### src/sv/sva_pkg.sv
`timescale 1ns / 1ps
// Shared types, constants and codes for the smoothed velocity/acceleration unit.
package sva_pkg;

    // Fixed-point format of positions, speeds and time stamps
    localparam int FRAC_BITS = 16;
    localparam int POS_W     = 32;
    localparam int STAMP_W   = 32;

    // Blend weights: Q1.16, one is 2^16
    localparam int WEIGHT_W     = 17;
    localparam int WEIGHT_SHIFT = 16;
    localparam logic [WEIGHT_W-1:0] WEIGHT_ONE = WEIGHT_W'(1 << WEIGHT_SHIFT);
    localparam logic [WEIGHT_W-1:0] WEIGHT_RST = WEIGHT_W'(1 << (WEIGHT_SHIFT - 1));

    // Blend accumulator: 18-bit signed weight times 32-bit signed operand
    localparam int MIX_ACC_W = WEIGHT_W + 1 + POS_W;
    localparam int MIX_Q_W   = MIX_ACC_W - WEIGHT_SHIFT;

    // Divider: quotient bits retired per cycle
    localparam int DIV_STEP   = 4;
    localparam int DIV_CYCLES = POS_W / DIV_STEP;
    localparam int DIV_CNT_W  = $clog2(DIV_CYCLES);

    // Axes and warm-up level
    localparam int AXES    = 3;
    localparam int AXIS_W  = $clog2(AXES);
    localparam int LEVEL_W = 2;
    localparam logic [LEVEL_W-1:0] WARM_MAX = LEVEL_W'(2);

    // Saturation limits
    localparam logic signed [POS_W-1:0] SAT_MAX = {1'b0, {(POS_W-1){1'b1}}};
    localparam logic signed [POS_W-1:0] SAT_MIN = {1'b1, {(POS_W-1){1'b0}}};

    // Configuration register indexes
    localparam int CFG_IDX_W = 1;
    localparam logic [CFG_IDX_W-1:0] CFG_SPEED_KEEP = CFG_IDX_W'(0);
    localparam logic [CFG_IDX_W-1:0] CFG_ACCEL_KEEP = CFG_IDX_W'(1);

    // Sequencer states
    typedef enum logic [2:0] {
        ST_IDLE,
        ST_DIV,
        ST_DIV_WAIT,
        ST_MIX,
        ST_MIX_WAIT,
        ST_NEXT,
        ST_DONE
    } seq_state_t;

    // Which quantity the current step updates
    typedef enum logic {
        PH_SPEED,
        PH_ACCEL
    } phase_t;

    // Blend unit multiply steps
    typedef enum logic [1:0] {
        MIX_IDLE,
        MIX_OLD,
        MIX_NEW
    } mix_step_t;

    // Status of a shared arithmetic unit
    typedef struct packed {
        logic busy;
        logic done;
    } unit_stat_t;

endpackage

### src/sv/sva_div.sv
`timescale 1ns / 1ps
// Iterative rate unit: (diff << FRAC_BITS) / dt, truncated and saturated to 32 bits.
module sva_div
    import sva_pkg::*;
(
    input  logic                     clk,
    input  logic                     rst_n,
    input  logic                     start,
    input  logic signed [POS_W:0]    diff,
    input  logic [STAMP_W-1:0]       divisor,
    output logic signed [POS_W-1:0]  result,
    output unit_stat_t               stat
);

    logic                   busy_reg;
    logic                   done_reg;
    logic [DIV_CNT_W-1:0]   cnt_reg;
    logic                   neg_reg;
    logic                   ovf_reg;
    logic [STAMP_W-1:0]     dt_reg;
    logic [POS_W-1:0]       rem_reg;
    logic [POS_W-1:0]       quo_reg;

    logic [POS_W:0]         mag_full;
    logic [POS_W-1:0]       mag;
    logic [POS_W-1:0]       hi_part;
    logic [POS_W-1:0]       lo_part;
    logic [POS_W-1:0]       rem_next;
    logic [POS_W-1:0]       quo_next;

    // Magnitude of the numerator, split into the part above and below 2^32
    always_comb
    begin
        mag_full = diff[POS_W] ? (~diff + 1'b1) : diff;
        mag      = mag_full[POS_W-1:0];
        hi_part  = {{(POS_W-FRAC_BITS){1'b0}}, mag[POS_W-1:POS_W-FRAC_BITS]};
        lo_part  = {mag[POS_W-FRAC_BITS-1:0], {FRAC_BITS{1'b0}}};
    end

    // DIV_STEP restoring steps per cycle
    always_comb
    begin
        logic [POS_W:0] trial;
        rem_next = rem_reg;
        quo_next = quo_reg;
        for (int k = 0; k < DIV_STEP; k++)
        begin
            trial = {rem_next, quo_next[POS_W-1]};
            if (trial >= {1'b0, dt_reg})
            begin
                trial    = trial - {1'b0, dt_reg};
                quo_next = {quo_next[POS_W-2:0], 1'b1};
            end
            else
            begin
                quo_next = {quo_next[POS_W-2:0], 1'b0};
            end
            rem_next = trial[POS_W-1:0];
        end
    end

    // Control
    always_ff @(posedge clk or negedge rst_n)
    begin
        if (!rst_n)
        begin
            busy_reg <= 1'b0;
            done_reg <= 1'b0;
            cnt_reg  <= '0;
        end
        else
        begin
            done_reg <= 1'b0;
            if (start)
            begin
                busy_reg <= 1'b1;
                cnt_reg  <= DIV_CNT_W'(DIV_CYCLES - 1);
            end
            else if (busy_reg)
            begin
                cnt_reg <= cnt_reg - 1'b1;
                if (cnt_reg == '0)
                begin
                    busy_reg <= 1'b0;
                    done_reg <= 1'b1;
                end
            end
        end
    end

    // Datapath
    always_ff @(posedge clk)
    begin
        if (start)
        begin
            neg_reg <= diff[POS_W];
            ovf_reg <= (hi_part >= divisor);
            dt_reg  <= divisor;
            rem_reg <= hi_part;
            quo_reg <= lo_part;
        end
        else if (busy_reg)
        begin
            rem_reg <= rem_next;
            quo_reg <= quo_next;
        end
    end

    // Sign and saturation
    always_comb
    begin
        if (!neg_reg)
        begin
            result = (ovf_reg || quo_reg[POS_W-1]) ? SAT_MAX : quo_reg;
        end
        else
        begin
            result = (ovf_reg || (quo_reg[POS_W-1] && (|quo_reg[POS_W-2:0])))
                     ? SAT_MIN : (~quo_reg + 1'b1);
        end
    end

    assign stat.busy = busy_reg;
    assign stat.done = done_reg;

endmodule

### src/sv/sva_mix.sv
`timescale 1ns / 1ps
// Blend unit: floor((w*old + (1-w)*fresh) / 2^16) on one shared multiplier.
module sva_mix
    import sva_pkg::*;
(
    input  logic                     clk,
    input  logic                     rst_n,
    input  logic                     start,
    input  logic [WEIGHT_W-1:0]      weight,
    input  logic signed [POS_W-1:0]  old_val,
    input  logic signed [POS_W-1:0]  fresh_val,
    output logic signed [POS_W-1:0]  result,
    output unit_stat_t               stat
);

    mix_step_t                      step_reg;
    mix_step_t                      step_next;
    logic                           done_reg;
    logic [WEIGHT_W-1:0]            w_reg;
    logic signed [POS_W-1:0]        old_reg;
    logic signed [POS_W-1:0]        fresh_reg;
    logic signed [MIX_ACC_W-1:0]    acc_reg;

    logic [WEIGHT_W-1:0]            w_clamp;
    logic signed [WEIGHT_W:0]       mul_a;
    logic signed [POS_W-1:0]        mul_b;
    logic signed [MIX_ACC_W-1:0]    prod;
    logic signed [MIX_Q_W-1:0]      q;

    // Weights above one act as one
    assign w_clamp = (weight > WEIGHT_ONE) ? WEIGHT_ONE : weight;

    // Shared multiplier: old term first, then fresh term
    always_comb
    begin
        if (step_reg == MIX_OLD)
        begin
            mul_a = {1'b0, w_reg};
            mul_b = old_reg;
        end
        else
        begin
            mul_a = {1'b0, WEIGHT_ONE - w_reg};
            mul_b = fresh_reg;
        end
    end

    assign prod = MIX_ACC_W'(mul_a) * MIX_ACC_W'(mul_b);

    always_comb
    begin
        case (step_reg)
            MIX_IDLE: step_next = start ? MIX_OLD : MIX_IDLE;
            MIX_OLD:  step_next = MIX_NEW;
            MIX_NEW:  step_next = MIX_IDLE;
            default:  step_next = MIX_IDLE;
        endcase
    end

    always_ff @(posedge clk or negedge rst_n)
    begin
        if (!rst_n)
        begin
            step_reg <= MIX_IDLE;
            done_reg <= 1'b0;
        end
        else
        begin
            step_reg <= step_next;
            done_reg <= (step_reg == MIX_NEW);
        end
    end

    always_ff @(posedge clk)
    begin
        if (start && step_reg == MIX_IDLE)
        begin
            w_reg     <= w_clamp;
            old_reg   <= old_val;
            fresh_reg <= fresh_val;
        end
        if (step_reg == MIX_OLD)
        begin
            acc_reg <= prod;
        end
        else if (step_reg == MIX_NEW)
        begin
            acc_reg <= acc_reg + prod;
        end
    end

    // Arithmetic shift is the floor; then saturate
    assign q = acc_reg[MIX_ACC_W-1:WEIGHT_SHIFT];

    always_comb
    begin
        if (q[MIX_Q_W-1:POS_W-1] == '0 || q[MIX_Q_W-1:POS_W-1] == '1)
        begin
            result = q[POS_W-1:0];
        end
        else
        begin
            result = q[MIX_Q_W-1] ? SAT_MIN : SAT_MAX;
        end
    end

    assign stat.busy = (step_reg != MIX_IDLE);
    assign stat.done = done_reg;

endmodule

### src/sv/smoothed_velocity_acceleration_unit.sv
`timescale 1ns / 1ps
// A dropped word (repeated stamp) is taken without leaving idle; a first sample goes
// straight to the output register; otherwise each word runs one rate-and-blend step per axis
// (divider, then blend) at warm level 1 and two per axis (speed, then accel) at warm level 2.
// One word in flight; in_ready is high whenever the sequencer is idle, also while a
// result waits in the output register. Reset (rst_n, async) clears control and tracker
// state to zero and sets both keep weights to one half; payload registers are not reset.
module smoothed_velocity_acceleration_unit
    import sva_pkg::*;
(
    input  logic                        clk,
    input  logic                        rst_n,
    input  logic                        in_valid,
    output logic                        in_ready,
    input  logic signed [POS_W-1:0]     pos_x,
    input  logic signed [POS_W-1:0]     pos_y,
    input  logic signed [POS_W-1:0]     pos_z,
    input  logic [STAMP_W-1:0]          stamp,
    output logic                        out_valid,
    input  logic                        out_ready,
    output logic signed [POS_W-1:0]     vel_x,
    output logic signed [POS_W-1:0]     vel_y,
    output logic signed [POS_W-1:0]     vel_z,
    output logic signed [POS_W-1:0]     acc_x,
    output logic signed [POS_W-1:0]     acc_y,
    output logic signed [POS_W-1:0]     acc_z,
    output logic [LEVEL_W-1:0]          warm_level,
    input  logic                        cfg_valid,
    output logic                        cfg_ready,
    input  logic [CFG_IDX_W-1:0]        cfg_index,
    input  logic [WEIGHT_W-1:0]         cfg_data
);

    // Sequencer
    seq_state_t                 state_reg;
    seq_state_t                 state_next;
    logic [AXIS_W-1:0]          axis_reg;
    logic [AXIS_W-1:0]          axis_next;
    phase_t                     phase_reg;
    phase_t                     phase_next;

    // Configuration
    logic [WEIGHT_W-1:0]        spd_w_reg;
    logic [WEIGHT_W-1:0]        acc_w_reg;

    // Tracker state
    logic signed [POS_W-1:0]    prev_pos_reg [AXES];
    logic signed [POS_W-1:0]    speed_avg_reg [AXES];
    logic signed [POS_W-1:0]    prev_speed_reg [AXES];
    logic signed [POS_W-1:0]    accel_avg_reg [AXES];
    logic [STAMP_W-1:0]         prev_stamp_reg;
    logic [LEVEL_W-1:0]         warm_count_reg;

    // Captured word
    logic signed [POS_W-1:0]    pos_in_reg [AXES];
    logic [STAMP_W-1:0]         stamp_in_reg;
    logic [STAMP_W-1:0]         dt_reg;

    // Output register
    logic                       out_valid_reg;
    logic signed [POS_W-1:0]    vel_out_reg [AXES];
    logic signed [POS_W-1:0]    acc_out_reg [AXES];
    logic [LEVEL_W-1:0]         level_out_reg;

    // Control strobes
    logic                       in_fire;
    logic                       out_fire;
    logic [STAMP_W-1:0]         dt_in;
    logic                       drop;
    logic                       div_start;
    logic                       mix_start;
    logic                       spd_wr;
    logic                       acc_wr;
    logic                       commit;

    // Shared units
    logic signed [POS_W-1:0]    op_a;
    logic signed [POS_W-1:0]    op_b;
    logic signed [POS_W:0]      div_diff;
    logic signed [POS_W-1:0]    div_result;
    unit_stat_t                 div_stat;
    logic [WEIGHT_W-1:0]        mix_weight;
    logic signed [POS_W-1:0]    mix_old;
    logic signed [POS_W-1:0]    mix_result;
    unit_stat_t                 mix_stat;

    assign in_ready  = (state_reg == ST_IDLE);
    assign in_fire   = in_valid && in_ready;
    assign out_fire  = out_valid_reg && out_ready;
    assign cfg_ready = 1'b1;

    // Repeated stamp check
    assign dt_in = stamp - prev_stamp_reg;
    assign drop  = (dt_in == '0);

    // Operand selection for the current axis and phase
    always_comb
    begin
        if (phase_reg == PH_SPEED)
        begin
            op_a       = pos_in_reg[axis_reg];
            op_b       = prev_pos_reg[axis_reg];
            mix_weight = spd_w_reg;
            mix_old    = speed_avg_reg[axis_reg];
        end
        else
        begin
            op_a       = speed_avg_reg[axis_reg];
            op_b       = prev_speed_reg[axis_reg];
            mix_weight = acc_w_reg;
            mix_old    = accel_avg_reg[axis_reg];
        end
        div_diff = {op_a[POS_W-1], op_a} - {op_b[POS_W-1], op_b};
    end

    sva_div u_div (
        .clk     (clk),
        .rst_n   (rst_n),
        .start   (div_start),
        .diff    (div_diff),
        .divisor (dt_reg),
        .result  (div_result),
        .stat    (div_stat)
    );

    sva_mix u_mix (
        .clk       (clk),
        .rst_n     (rst_n),
        .start     (mix_start),
        .weight    (mix_weight),
        .old_val   (mix_old),
        .fresh_val (div_result),
        .result    (mix_result),
        .stat      (mix_stat)
    );

    // Next state
    always_comb
    begin
        state_next = state_reg;
        case (state_reg)
            ST_IDLE:
            begin
                if (in_valid && !drop)
                begin
                    state_next = (warm_count_reg == '0) ? ST_DONE : ST_DIV;
                end
            end
            ST_DIV:      state_next = ST_DIV_WAIT;
            ST_DIV_WAIT: state_next = div_stat.done ? ST_MIX : ST_DIV_WAIT;
            ST_MIX:      state_next = ST_MIX_WAIT;
            ST_MIX_WAIT: state_next = mix_stat.done ? ST_NEXT : ST_MIX_WAIT;
            ST_NEXT:
            begin
                if (phase_reg == PH_SPEED && warm_count_reg == WARM_MAX)
                begin
                    state_next = ST_DIV;
                end
                else if (axis_reg == AXIS_W'(AXES - 1))
                begin
                    state_next = ST_DONE;
                end
                else
                begin
                    state_next = ST_DIV;
                end
            end
            ST_DONE:     state_next = (!out_valid_reg || out_ready) ? ST_IDLE : ST_DONE;
            default:     state_next = ST_IDLE;
        endcase
    end

    // Sequencer outputs
    always_comb
    begin
        axis_next  = axis_reg;
        phase_next = phase_reg;
        div_start  = 1'b0;
        mix_start  = 1'b0;
        spd_wr     = 1'b0;
        acc_wr     = 1'b0;
        commit     = 1'b0;
        case (state_reg)
            ST_IDLE:
            begin
                axis_next  = '0;
                phase_next = PH_SPEED;
            end
            ST_DIV:      div_start = 1'b1;
            ST_DIV_WAIT: ;
            ST_MIX:      mix_start = 1'b1;
            ST_MIX_WAIT:
            begin
                spd_wr = mix_stat.done && (phase_reg == PH_SPEED);
                acc_wr = mix_stat.done && (phase_reg == PH_ACCEL);
            end
            ST_NEXT:
            begin
                if (phase_reg == PH_SPEED && warm_count_reg == WARM_MAX)
                begin
                    phase_next = PH_ACCEL;
                end
                else
                begin
                    phase_next = PH_SPEED;
                    if (axis_reg != AXIS_W'(AXES - 1))
                    begin
                        axis_next = axis_reg + 1'b1;
                    end
                end
            end
            ST_DONE:     commit = !out_valid_reg || out_ready;
            default:     ;
        endcase
    end

    // Control and tracker state
    always_ff @(posedge clk or negedge rst_n)
    begin
        if (!rst_n)
        begin
            state_reg      <= ST_IDLE;
            axis_reg       <= '0;
            phase_reg      <= PH_SPEED;
            spd_w_reg      <= WEIGHT_RST;
            acc_w_reg      <= WEIGHT_RST;
            prev_stamp_reg <= '0;
            warm_count_reg <= '0;
            out_valid_reg  <= 1'b0;
            for (int i = 0; i < AXES; i++)
            begin
                prev_pos_reg[i]   <= '0;
                speed_avg_reg[i]  <= '0;
                prev_speed_reg[i] <= '0;
                accel_avg_reg[i]  <= '0;
            end
        end
        else
        begin
            state_reg <= state_next;
            axis_reg  <= axis_next;
            phase_reg <= phase_next;

            // Configuration writes
            if (cfg_valid)
            begin
                case (cfg_index)
                    CFG_SPEED_KEEP: spd_w_reg <= cfg_data;
                    CFG_ACCEL_KEEP: acc_w_reg <= cfg_data;
                    default:        ;
                endcase
            end

            // Averages updated in place as each blend finishes
            if (spd_wr)
            begin
                speed_avg_reg[axis_reg] <= mix_result;
            end
            if (acc_wr)
            begin
                accel_avg_reg[axis_reg] <= mix_result;
            end

            // End of word: roll history forward
            if (commit)
            begin
                prev_stamp_reg <= stamp_in_reg;
                if (warm_count_reg != WARM_MAX)
                begin
                    warm_count_reg <= warm_count_reg + 1'b1;
                end
                for (int i = 0; i < AXES; i++)
                begin
                    prev_pos_reg[i]   <= pos_in_reg[i];
                    prev_speed_reg[i] <= speed_avg_reg[i];
                end
            end

            // Output valid
            if (commit)
            begin
                out_valid_reg <= 1'b1;
            end
            else if (out_fire)
            begin
                out_valid_reg <= 1'b0;
            end
        end
    end

    // Payload capture
    always_ff @(posedge clk)
    begin
        if (in_fire)
        begin
            pos_in_reg[0] <= pos_x;
            pos_in_reg[1] <= pos_y;
            pos_in_reg[2] <= pos_z;
            stamp_in_reg  <= stamp;
            dt_reg        <= dt_in;
        end
        if (commit)
        begin
            level_out_reg <= warm_count_reg;
            for (int i = 0; i < AXES; i++)
            begin
                vel_out_reg[i] <= speed_avg_reg[i];
                acc_out_reg[i] <= accel_avg_reg[i];
            end
        end
    end

    assign out_valid  = out_valid_reg;
    assign vel_x      = vel_out_reg[0];
    assign vel_y      = vel_out_reg[1];
    assign vel_z      = vel_out_reg[2];
    assign acc_x      = acc_out_reg[0];
    assign acc_y      = acc_out_reg[1];
    assign acc_z      = acc_out_reg[2];
    assign warm_level = level_out_reg;

    // Checks
    a_warm_range: assert property (@(posedge clk) disable iff (!rst_n)
        warm_count_reg <= WARM_MAX)
        else $error("warm count out of range");

    a_div_free: assert property (@(posedge clk) disable iff (!rst_n)
        div_start |-> !div_stat.busy)
        else $error("divider started while busy");

    a_drop_idle: assert property (@(posedge clk) disable iff (!rst_n)
        (in_fire && stamp == prev_stamp_reg) |=> (state_reg == ST_IDLE && !$past(commit)))
        else $error("repeated stamp not dropped");

    a_first_direct: assert property (@(posedge clk) disable iff (!rst_n)
        (in_fire && stamp != prev_stamp_reg && warm_count_reg == '0) |=> state_reg == ST_DONE)
        else $error("first sample entered arithmetic steps");

endmodule
### config.mk
export PLATFORM = sky130hd
export DESIGN_NAME = smoothed_velocity_acceleration_unit
export DESIGN_NICKNAME = d
export VERILOG_FILES = /design/src/sv/sva_pkg.sv /design/src/sv/sva_div.sv /design/src/sv/sva_mix.sv /design/src/sv/smoothed_velocity_acceleration_unit.sv
export SDC_FILE = /design/constraint.sdc
export NUM_CORES = 2
export LEC_CHECK = 0
export BUFFER_PORTS_ARGS = -buffer_cell sky130_fd_sc_hd__buf_2
export CAP_MARGIN = 25
export CORE_ASPECT_RATIO = 0.5
export CORE_UTILIZATION = 25
export CTS_BUF_LIST = sky130_fd_sc_hd__clkbuf_8
export DETAILED_ROUTE_END_ITERATION = 8
export PLACE_DENSITY_LB_ADDON = 0.12
export SLEW_MARGIN = 5
export SYNTH_ARGS = -nofsm -noshare
export SYNTH_HDL_FRONTEND = slang
export SYNTH_SLANG_ARGS = --single-unit
export TNS_END_PERCENT = 100
### constraint.sdc
create_clock -name clk -period 14.7 [get_ports clk]
set_input_delay 2.94 -clock clk [delete_from_list [all_inputs] [get_ports clk]]
set_output_delay 2.94 -clock clk [all_outputs]
set_load 0.1 [all_outputs]
==> impl_metrics.json <==
{
  "cp_slowest_cell": "o21ai_0",
  "finish.utilization_pct": 28.9,
  "totalWireLength_mm": 274,
  "synth_fp_nets": 8404,
  "cp-start-kind": "flip-flop",
  "finalSetupViolCount": 0,
  "yosysMostFrequentCell": "nand2_1",
  "syn_area_um2": 75000,
  "dpl.hpwl_mm": 211,
  "die_h_um": 389,
  "finalHoldViolCount": 0,
  "hold_buffers": 0,
  "endpoint_kind": "flip-flop",
  "finalWorstSetupSlack_ns": 1.14,
  "grt_pass1_vias": 56700,
  "grtUsageTotal_pct": 17.9,
  "use_met2_pct": 28.7,
  "post-route-drc-count": 0,
  "gp_congestion": 0.857,
  "fin_cells": 11900,
  "async_flop_share_pct": 44.5,
  "cts_setup_buffers": 0,
  "drtIter0Drc": 3814,
  "area_delta_synth_final_pct": 14.4,
  "cp.arrival_ns": 14.19,
  "dp_cells": 11500,
  "die_x_um": 777,
  "cts_sinks": 1050,
  "synth_largest_area_cell": "edfxtp_1",
  "postSynthCellCount": 7338,
  "coreArea_um2": 297000,
  "drive_gt1_share_pct": 15.6,
  "grtUsageMet1_pct": 25.3,
  "grt_antenna_before_repair": 20,
  "overflow": 0,
  "cts_tree": "built",
  "clk_latency_ns": 0.97,
  "min_path_type": "reg -> reg",
  "fmax_ghz": 0.0737,
  "synth-seq-cells": 1050,
  "design.die.area_um2": 302000,
  "ys_seq_area_share_pct": 38.5,
  "drt-vias-per-instance": 4.69,
  "min_period_over_period_pct": 92.3,
  "period_needed_ns": 13.56,
  "ant_nets": 0,
  "synthTopCellsByArea": "edfxtp_1 (22%), dfrtp_1 (16%), fa_1 (14%)",
  "slew_viol_final": 0,
  "grt_max_degree": 143,
  "wl_per_cell_um": 23.1,
  "nets": 8791,
  "cap_violations": 0,
  "path_max_fanout": 27,
  "status": "complete, no violations",
  "rsz0062_at_grt": "false",
  "rr_worst_depth": 47,
  "htree_levels": 4,
  "ios": 348,
  "synth_edf_count": 551,
  "rows": 141,
  "relSlewSlack_pct": 21.3,
  "avgSynthCellArea_um2": 10.2,
  "yosysWarnings": 0,
  "initial_utilization_pct": 25.3,
  "ys_types": 91,
  "tightest_slew_ns": 1.18,
  "grt-busiest-layer": "met2",
  "cts_buffers": 187,
  "hold_depth": 0,
  "io_buffers": 346,
  "use_met3_pct": 2.54,
  "ys.flop_type": "edfxtp_1",
  "fin_setup_tns_ns": 0,
  "root_buffer": "clkbuf_8",
  "dp_slack_ns": 1.29,
  "clock_skew_ns": 0.0971,
  "clkTransAtPathRegs_ns": 0.08,
  "synth_top_area_share_pct": 22.1,
  "crit_top_cell": "buf_4",
  "worst_ep_required_time_ns": 15.33,
  "vias": 55800,
  "clockBufferDepth": 4,
  "dr.pass1.iters": 6,
  "synth_commonest_cells": "nand2_1 (889), inv_1 (773), edfxtp_1 (551), o21ai_0 (549), nor2_1 (529)",
  "path_class": "reg -> reg",
  "grt_pass1_wl_mm": 400,
  "cts_resized": 0,
  "critPathMaxStageDelay_ns": 0.65
}
==> stage by stage <==
step           hold slack [ns]  instance area, µm²
6_report                 0.421               85800
5_1_grt                  0.444               85800
4_1_cts                  0.426               85800
3_5_place_dp             0.435               82200
3_3_place_gp             0.429               82000
2_1_floorplan            0.425               75000
==> layout make-up <==
| type | instances | area, µm² |
|---|---|---|
| clock inverter | 132 | 734 |
| clock buffer | 207 | 2850 |
| fill | 31400 | 211000 |
| multi-input combinational | 5191 | 42300 |
| tap | 4004 | 5010 |
| sequential | 1050 | 28900 |
| inverter | 774 | 2910 |
| timing repair buffer | 521 | 3130 |
| antenna | 4 | 10.0 |
==> metal layers <==
layer | part of all wire, % | vias up
met2 | 46 | 1174
met4 | 2.5 | 2
met1 | 47 | 28300
met5 | 0.0026 | -
met3 | 4.5 | 299
li1 | - | 26000
==> path summary, 6_finish.rpt <==
kind	from	end	slack, ns
max	u_div.dt_reg[4]	u_div.rem_reg[0]	1.14
min	accel_avg_reg[24]	acc_out_reg[0][88]	0.42
max reg2reg	u_div.dt_reg[4]	u_div.rem_reg[0]	1.14
min reg2reg	accel_avg_reg[24]	acc_out_reg[0][88]	0.42
max in group asynchronous	rst_n	axis_reg[1]	9.76
min in group asynchronous	rst_n	prev_pos_reg[81]	1.93
==> placed cells by master (no fill, tap or decap), drive strengths merged, types with 90 or more instances in the layout <==
cell / instances
mux2: 338
nor2: 529
a21oi: 405
mux2i: 193
dfrtp: 465
clkbuf: 208
xor2: 105
nand3: 90
edfxtp: 551
xnor2: 199
nand2: 889
buf: 520
o21ai: 551
fa: 528
ha: 387
a21o: 165
inv: 849
==> cells by family (layout without fill, tap and decap cells) <==
| kind of cell | count (synthesis) | in the layout | share of synthesized area [%] |
|---|---|---|---|
| flops | 1050 | 1050 | 38.5 |
| buf+inv | 1097 | 1634 | 5.54 |
| simple gates | 1870 | 1870 | 10.8 |
| xor+xnor | 305 | 305 | 3.58 |
| mux | 563 | 563 | 8.61 |
| compound gates | 1537 | 1537 | 12.5 |
| other cells | 1 | 5 | 0.00500 |
| fa+ha+maj | 915 | 915 | 20.5 |
==> critical path: cells and delay by family, from the launching register on <==
kind                     cells  cell delay, ns
buffers and inverters        9            1.96
multiplexers                 1            0.24
AO/OA/AOI/OAI               26            7.26
adder cells (fa/ha/maj)      4            1.56
AND/OR/NAND/NOR              7            1.85
flip-flops                   1            0.35
Power is left out: the tool's default activity adds up to more than one toggle a clock period on the data nets, which glitch-free logic cannot reach.
